`src/bums_pkg.sv`:
```
// Package for the bottom-up merge sorter unit: payload structs, the sorting
// cell's link and control structs, the controller state type and constants.
// Depends on nothing.
package bums_pkg;

  localparam int VALUE_BITS = 32;
  localparam int DEPTH_DEF  = 64;

  typedef struct packed {
    logic [VALUE_BITS-1:0] value;
    logic                  last_in;
  } bums_in_t;

  typedef struct packed {
    logic [VALUE_BITS-1:0] sorted_value;
    logic                  last_out;
    logic                  overflow;
  } bums_out_t;

  // Contents of one cell, as seen by its neighbors.
  typedef struct packed {
    logic                  valid;
    logic [VALUE_BITS-1:0] value;
  } bums_slot_t;

  // Broadcast to every cell of the chain.
  typedef struct packed {
    logic                  insert;
    logic                  shift;
    logic [VALUE_BITS-1:0] new_value;
  } bums_ctrl_t;

  typedef enum logic {
    ST_LOAD,
    ST_EMIT
  } bums_state_t;

endpackage

```
`src/bums_cell.sv`:
```
// One sorting cell: holds one element and its valid bit, takes the new
// element, its left neighbor's element or its right neighbor's element.
// Depends on bums_pkg.
module bums_cell (
  input  logic                clk,
  input  logic                rst_n,
  input  bums_pkg::bums_ctrl_t ctrl,
  input  bums_pkg::bums_slot_t left_slot,
  input  logic                left_gt,
  input  bums_pkg::bums_slot_t right_slot,
  output bums_pkg::bums_slot_t slot,
  output logic                gt
);
  import bums_pkg::*;

  logic                  valid_r, valid_nxt;
  logic [VALUE_BITS-1:0] value_r, value_nxt;

  // Empty cells count as greater, so the empty tail always opens for insertion.
  assign gt   = !valid_r || ($signed(value_r) > $signed(ctrl.new_value));
  assign slot = '{valid: valid_r, value: value_r};

  always_comb begin
    valid_nxt = valid_r;
    value_nxt = value_r;
    priority if (ctrl.shift) begin
      valid_nxt = right_slot.valid;
      value_nxt = right_slot.value;
    end else if (ctrl.insert && gt && left_gt) begin
      valid_nxt = left_slot.valid;
      value_nxt = left_slot.value;
    end else if (ctrl.insert && gt) begin
      valid_nxt = 1'b1;
      value_nxt = ctrl.new_value;
    end else begin
      valid_nxt = valid_r;
      value_nxt = value_r;
    end
  end

  always_ff @(posedge clk) begin
    if (!rst_n) begin
      valid_r <= 1'b0;
    end else begin
      valid_r <= valid_nxt;
    end
  end

  always_ff @(posedge clk) begin
    value_r <= value_nxt;
  end

endmodule

```
`config.mk`:
```
export PLATFORM = sky130hd
export DESIGN_NAME = bums_cell
export DESIGN_NICKNAME = d
export VERILOG_FILES = /design/src/bums_pkg.sv /design/src/bums_cell.sv
export SDC_FILE = /design/constraint.sdc
export NUM_CORES = 1
export LEC_CHECK = 0
export BUFFER_PORTS_ARGS = -buffer_cell sky130_fd_sc_hd__buf_2
export CAP_MARGIN = 20
export CORE_AREA = 2 2 65 113
export DETAILED_ROUTE_END_ITERATION = 12
export DIE_AREA = 0 0 67 115
export PLACE_DENSITY_LB_ADDON = 0.2
export SLEW_MARGIN = 15
export SYNTH_ARGS = -nofsm -noshare
export SYNTH_HDL_FRONTEND = slang
export SYNTH_SLANG_ARGS = --single-unit
export TNS_END_PERCENT = 10
```
`constraint.sdc`:
```
create_clock -name clk -period 3.1 [get_ports clk]
set_input_delay 0.31 -clock clk [delete_from_list [all_inputs] [get_ports clk]]
set_output_delay 0.31 -clock clk [all_outputs]
set_load 0.01 [all_outputs]
```
==> After elaboration in Yosys (flattened, before gate mapping) <==
Cells that the tools add are included.
{ "op_classes": {"magnitude_cmp": 1, "mux": 6, "n_reduce_logical": 5} }
{ "ops": {"columns": ["cell", "count"], "rows": [
  ["2-to-1 mux 32 bit", 3],
  ["greater-than comparator 32 bit", 1],
  ["2-to-1 mux 1 bit", 3],
  ["nonzero test 3 bit", 1],
  ["logical AND 1 bit", 2],
  ["zero test 1 bit", 1],
  ["logical OR 1 bit", 1]
]} }
{ "totals": {"reg_bits": 33, "in_bits": 103, "output_inout_bits": 34, "word_cells": 14} }

==> Logic depth before layout (Yosys ltp) <==
{ "depth": {"ltp_word": 6, "mapped_depth": 11, "ltp_nobuf": 10} }

==> Worst setup path after synthesis <==
Ideal clock, no wire load.
{ "synth_timing": {"path_kind": "register to register", "startpoint": "register value_r[31]", "endpoint": "register value_r[0], enable pin", "setup_ns": 0.388, "arrival_time_ns": 3.014, "t_required_ns": 2.712, "path_slack_ns": -0.302, "path_stages_with_launch": 9, "path_buffers": 0, "synth_period_minus_slack_ns": 3.402, "path_cell_list": "edfxtp_1 ha_1 nand4_1 or4_1 nor3_1 nor3_1 xnor2_1 o21ai_0 a21o_1"} }
{ "synth_via": {"elab_chain_cells": 5} }
{ "synth_rtl": {"columns": ["item", "line_no", "rtl"], "rows": [
  ["start, declared", "bums_cell.sv:17", "logic [VALUE_BITS-1:0] value_r, value_nxt;"],
  ["start signal, assigned", "bums_cell.sv:50", "value_r <= value_nxt;"],
  ["greater-than comparator 32 bit (*)", "bums_cell.sv:20", "assign gt = !valid_r || ($signed(value_r) > $signed(ctrl.new_value));"],
  ["logical OR 1 bit (*)", "bums_cell.sv:20", null],
  ["named net gt", "bums_cell.sv:12", "output logic gt"],
  ["logical AND 1 bit (*)", "bums_cell.sv:29, bums_cell.sv:32", null],
  ["logical AND 1 bit", "bums_cell.sv:29", "end else if (ctrl.insert && gt && left_gt) begin"],
  ["nonzero test 3 bit (no line) (*)", null, null]
]} }
Mark *: on every way through the listed nets, which the timed path passes. The rest lies on a longest branch.
A chain may end at the register's enable or synchronous reset.

==> Worst setup path in the final report <==
{ "layout_timing": {"startpoint": "register value_r[13]", "endpoint": "register value_r[28], data pin"} }
{ "layout_via": {"elab_chain_cells": 6} }
{ "layout_rtl": {"columns": ["item", "line_no", "rtl"], "rows": [
  ["greater-than comparator 32 bit", "bums_cell.sv:20", null],
  ["logical OR 1 bit", "bums_cell.sv:20", null],
  ["logical AND 1 bit (2 in series)", "bums_cell.sv:29", null],
  ["2-to-1 mux 32 bit", "bums_cell.sv:29", null],
  ["2-to-1 mux 32 bit", "bums_cell.sv:26", "priority if (ctrl.shift) begin"],
  ["named net value_nxt[28]", "bums_cell.sv:17", null]
]} }
The timed path passes the listed nets, and every way through them passes these cells.

==> flow_results.org <==
** Clock network
- After clock tree synthesis, the clock-pin slew on the worst setup and hold paths is 0.06 ns.
- TritonCTS built the clock tree.
- Clock net sink count :: 33
- CTS root buffer :: clkbuf_16
- Buffers inserted during clock tree synthesis total 5.
- In this run the deepest clock path goes through 2 buffers.
- At the later pin of the worst-skew pair, clock insertion delay measures 0.27 ns.
- The H-tree was split into 2 levels.

** Run
- Max-cap violations in this run came to 0.

** Timing
- Maximum clock rate :: 303 MHz
- Setup repair after global routing could not meet its margin everywhere.
- At the pin with the least slew margin, the transition time is 0.890 ns.
- Final period util :: 1.06
- The smallest clock period supported by the final layout is computed as 3.30 ns.
- Across the routed clock network, the largest skew measured is 0.00537 ns.
- Worst Slack Setup Final :: -0.198 ns
- In this run the tightest slew margin relative to its limit is 0.407.
- Number of hold-slack violations in the final timing report :: 0
- The number of max-slew violations in the final report came to 0.
- Final number of setup-violating endpoints :: 32

** Floorplan
- The die is 115 um tall.
- For this configuration, the core starts out at a cell density of 0.408.
- The total area inside the core boundary comes to 6810 sq um.
- I/O pins :: 137
- The initialized floorplan defines 40 standard-cell rows.
- Die width :: 67 um
- The die covers 7710 sq um.

** Yosys
- Portion of the post-synthesis area used by sequential elements :: 0.354
- Cell Area, Synth :: 2770 sq um
- Count of state elements after synthesis :: 33
- Yosys mapped a number of flops with a built-in enable equal to 32.
- Mapped Cells :: 237
- Synthesis instantiated 30 different standard cells from the library.
- After synthesis, the share of flip-flops with an asynchronous set or reset is 0.
- During synthesis, Yosys emitted a total of 0 warnings.
- Number of nets in the synthesized netlist :: 372
- Primary FF master, synth :: edfxtp_1
- Per-instance average area after synthesis :: 11.7 sq um

** Cells and area
- Most common library cell in the layout ignoring fill and taps :: buf_2
- Layout filler cell count :: 604
- For this run, the post-layout net count is 542.
- Multi-input logic area :: 1710 sq um
- In the final layout, the share of cells above drive strength 1 is 0.627.
- Register cell area after layout :: 981 sq um
- Leaving out fill and tap cells, the most frequent cells in the layout are buf_2 (136), inv_1 (37), mux2_4 (32), mux2_2 (32), edfxtp_1 (32).
- Area growth from synthesis to layout :: 47.5%
- Antenna cell count :: 0

** Global routing
- GRT overflow :: 0
- The number of antenna violations at the first check in global routing came to 0.
- The number of global-route vias before repair came to 2554.
- In the global route stage, overall resource usage came out at 0.183.
- Largest net degree at the start of global routing :: 36
- The first global-routing pass estimated 10.7 mm of wire.

** Pwr
- Switching share of total power :: 0.266
- Of the total power, the clock network draws 0.318.
- Total power for the finished layout comes to 1.74 mW.
- The analysis attributes to net switching a power of 0.461 mW.
- Power spread over the standard cell area amounts to 424 nW/um^2.
- The share of total power dissipated in combinational logic is 0.342.
- VDD IR max :: 0.000347 V
- Cell internal power was estimated by the tool at 1.28 mW.
- The share of total power dissipated in sequential elements is 0.340.
- Leakage power of the design :: 2.08 nW

** Detailed routing
- In the detailed route, the total length drawn on met3 is 450 um.
- Final wirelength :: 6.91 mm
- After detailed routing, the number of vias per cell comes to 4.88.
- Sum of routed wire segments on met1 :: 2.42 mm
- Detailed-router iteration count before antenna repair :: 4
- Dividing the detail-routed wire length by the instance count gives 14.0 um.
- In the routed design, unresolved DRC markers number 0.
- Length of routed met2 wiring :: 3.95 mm
- Max Used Layer :: met4
- Once detail routing completed, the nets flagged for antenna violations numbered 0.
- First-iteration detailed-routing DRC count :: 29
- The detailed router placed 2399 vias in this run.

** Critical path
- Peak fanout along the critical path :: 19
- Counting buffers and inverters, the worst setup path is 10 cells deep.
- Data required, critical path :: 3.12 ns
- Depth of the worst register-to-register path :: 10
- Critical-path cell list :: ha_4 > nand4_1 > or4_4 > or3_4 > and3_4 > a21oi_4 > a31oi_4 > buf_12 > mux2_4 > mux2_4
- Arrival time worst endpoint :: 3.32 ns
- Family of cells with the greatest summed delay on the critical path :: simple AND/OR/NAND/NOR gates
- Largest stage delay on the critical path :: 0.52 ns
- Among all stages on the critical path, the largest delay is contributed by or4_4.
- The number of buffers and inverters on the critical path is 1.
- STA classifies the critical path endpoint as a flop.
- CP most frequent cell :: mux2_4
- Worst setup SP type :: flop
- Worst Path Class, Setup :: reg -> reg

** Placement
- Port buffering added 136 buffers.
- HPWL after detailed placement :: 5.56 mm
- At the placement stage, the worst setup path has a slack of -0.274 ns.
- The congestion estimate from routability-driven global placement came to 0.738.

** Min path
- Hold Path Depth :: 2
- The tightest min-delay check is of the in -> reg type.

** Outcome
- Run status :: finished, violations left
- Violations in the final reports :: setup timing
==> metrics by stage <==
| step | cells | instance area (sq um) | setup TNS, ns | hold WS [ns] | util |
|---|---|---|---|---|---|
| 2_1_floorplan | 237 | 2830 | -2.11 | 0.464 | - |
| 3_3_place_gp | 482 | 3850 | -7.30 | 0.577 | 0.566 |
| 3_5_place_dp | 482 | 3850 | -8.10 | 0.580 | 0.566 |
| 4_1_cts | 491 | 4040 | -6.29 | 0.288 | 0.594 |
| 5_1_grt | 492 | 4090 | -8.62 | 0.301 | 0.601 |
| 6_report | 492 | 4090 | -5.40 | 0.285 | 0.601 |
==> power by group through the flow <==
stage	Combinational, mW	Clock, mW	Sequential (mW)
floorplan	0.309	0	0.620
global placement	0.575	0	0.597
detailed placement	0.585	0	0.599
CTS	0.592	0.567	0.590
global route	0.657	0.579	0.597
finish	0.593	0.553	0.590
==> registers in the layout, summed over array words and instances (netlist names) <==
register	cells
valid_r	1
value_r	32
==> layout make-up <==
type | instances | area share
multi-input combinational | 159 | 0.418
clock inverter | 2 | 0.00826
timing repair buffer | 171 | 0.243
clock buffer | 6 | 0.0315
sequential | 33 | 0.240
tap | 84 | 0.0257
inverter | 37 | 0.0339
==> worst reg2reg max path: stages (launching register included) <==
cell	delay [ns]
edfxtp_1	0.42
ha_4	0.29
nand4_1	0.15
or4_4	0.52
or3_4	0.41
and3_4	0.21
a21oi_4	0.14
a31oi_4	0.13
buf_12	0.19
mux2_4	0.31
mux2_4	0.27
==> per-layer routing <==
layer  track usage  vias up
met4        0.0558        0
li1              -     1201
met1         0.179     1102
met5             0        -
met2         0.364       90
met3        0.0362        6
==> cells in the mapped netlist, types with 2 or more instances <==
| cell | instances | area (sq um) |
|---|---|---|
| inv_1 | 37 | 139 |
| mux2_2 | 35 | 394 |
| edfxtp_1 | 32 | 961 |
| ha_1 | 32 | 400 |
| mux2_4 | 29 | 435 |
| a21oi_1 | 16 | 80.1 |
| nand2_1 | 10 | 37.5 |
| nand4_1 | 7 | 43.8 |
| o21ai_0 | 5 | 25.0 |
| clkbuf_1 | 4 | 15.0 |
| buf_6 | 3 | 33.8 |
| nand3_1 | 3 | 15.0 |
| nor3_1 | 3 | 15.0 |
| a21o_1 | 2 | 15.0 |
| nor2b_1 | 2 | 12.5 |
| o211ai_1 | 2 | 15.0 |
| or4_1 | 2 | 15.0 |
==> cell families after synthesis <==
| logic type | count (synthesis) | share of synthesized area |
|---|---|---|
| mux | 64 | 0.299 |
| xor+xnor | 1 | 0.00316 |
| simple gates | 31 | 0.0591 |
| compound gates | 31 | 0.0704 |
| buf+inv | 45 | 0.0704 |
| flops | 33 | 0.354 |
| fa+ha+maj | 32 | 0.144 |
==> repair_timing <==
action | 4_1_cts | 5_1_grt
pin swaps | 1 | 3
endpoints found under the setup margin | 33 | 34
hold buffers | 0 | 0
resized for setup | 5 | 7
buffers inserted | 1 | 1
==> path summary, 6_finish.rpt <==
kind / start / end / slack [ns]
worst max-delay path: value_r[13] / value_r[28] / -0.20
worst min-delay path: rst_n / valid_r / 0.28
worst max register to register: value_r[13] / value_r[28] / -0.20
worst min register to register: valid_r / valid_r / 0.63
Note: power is estimated with default switching activity, not from simulation.
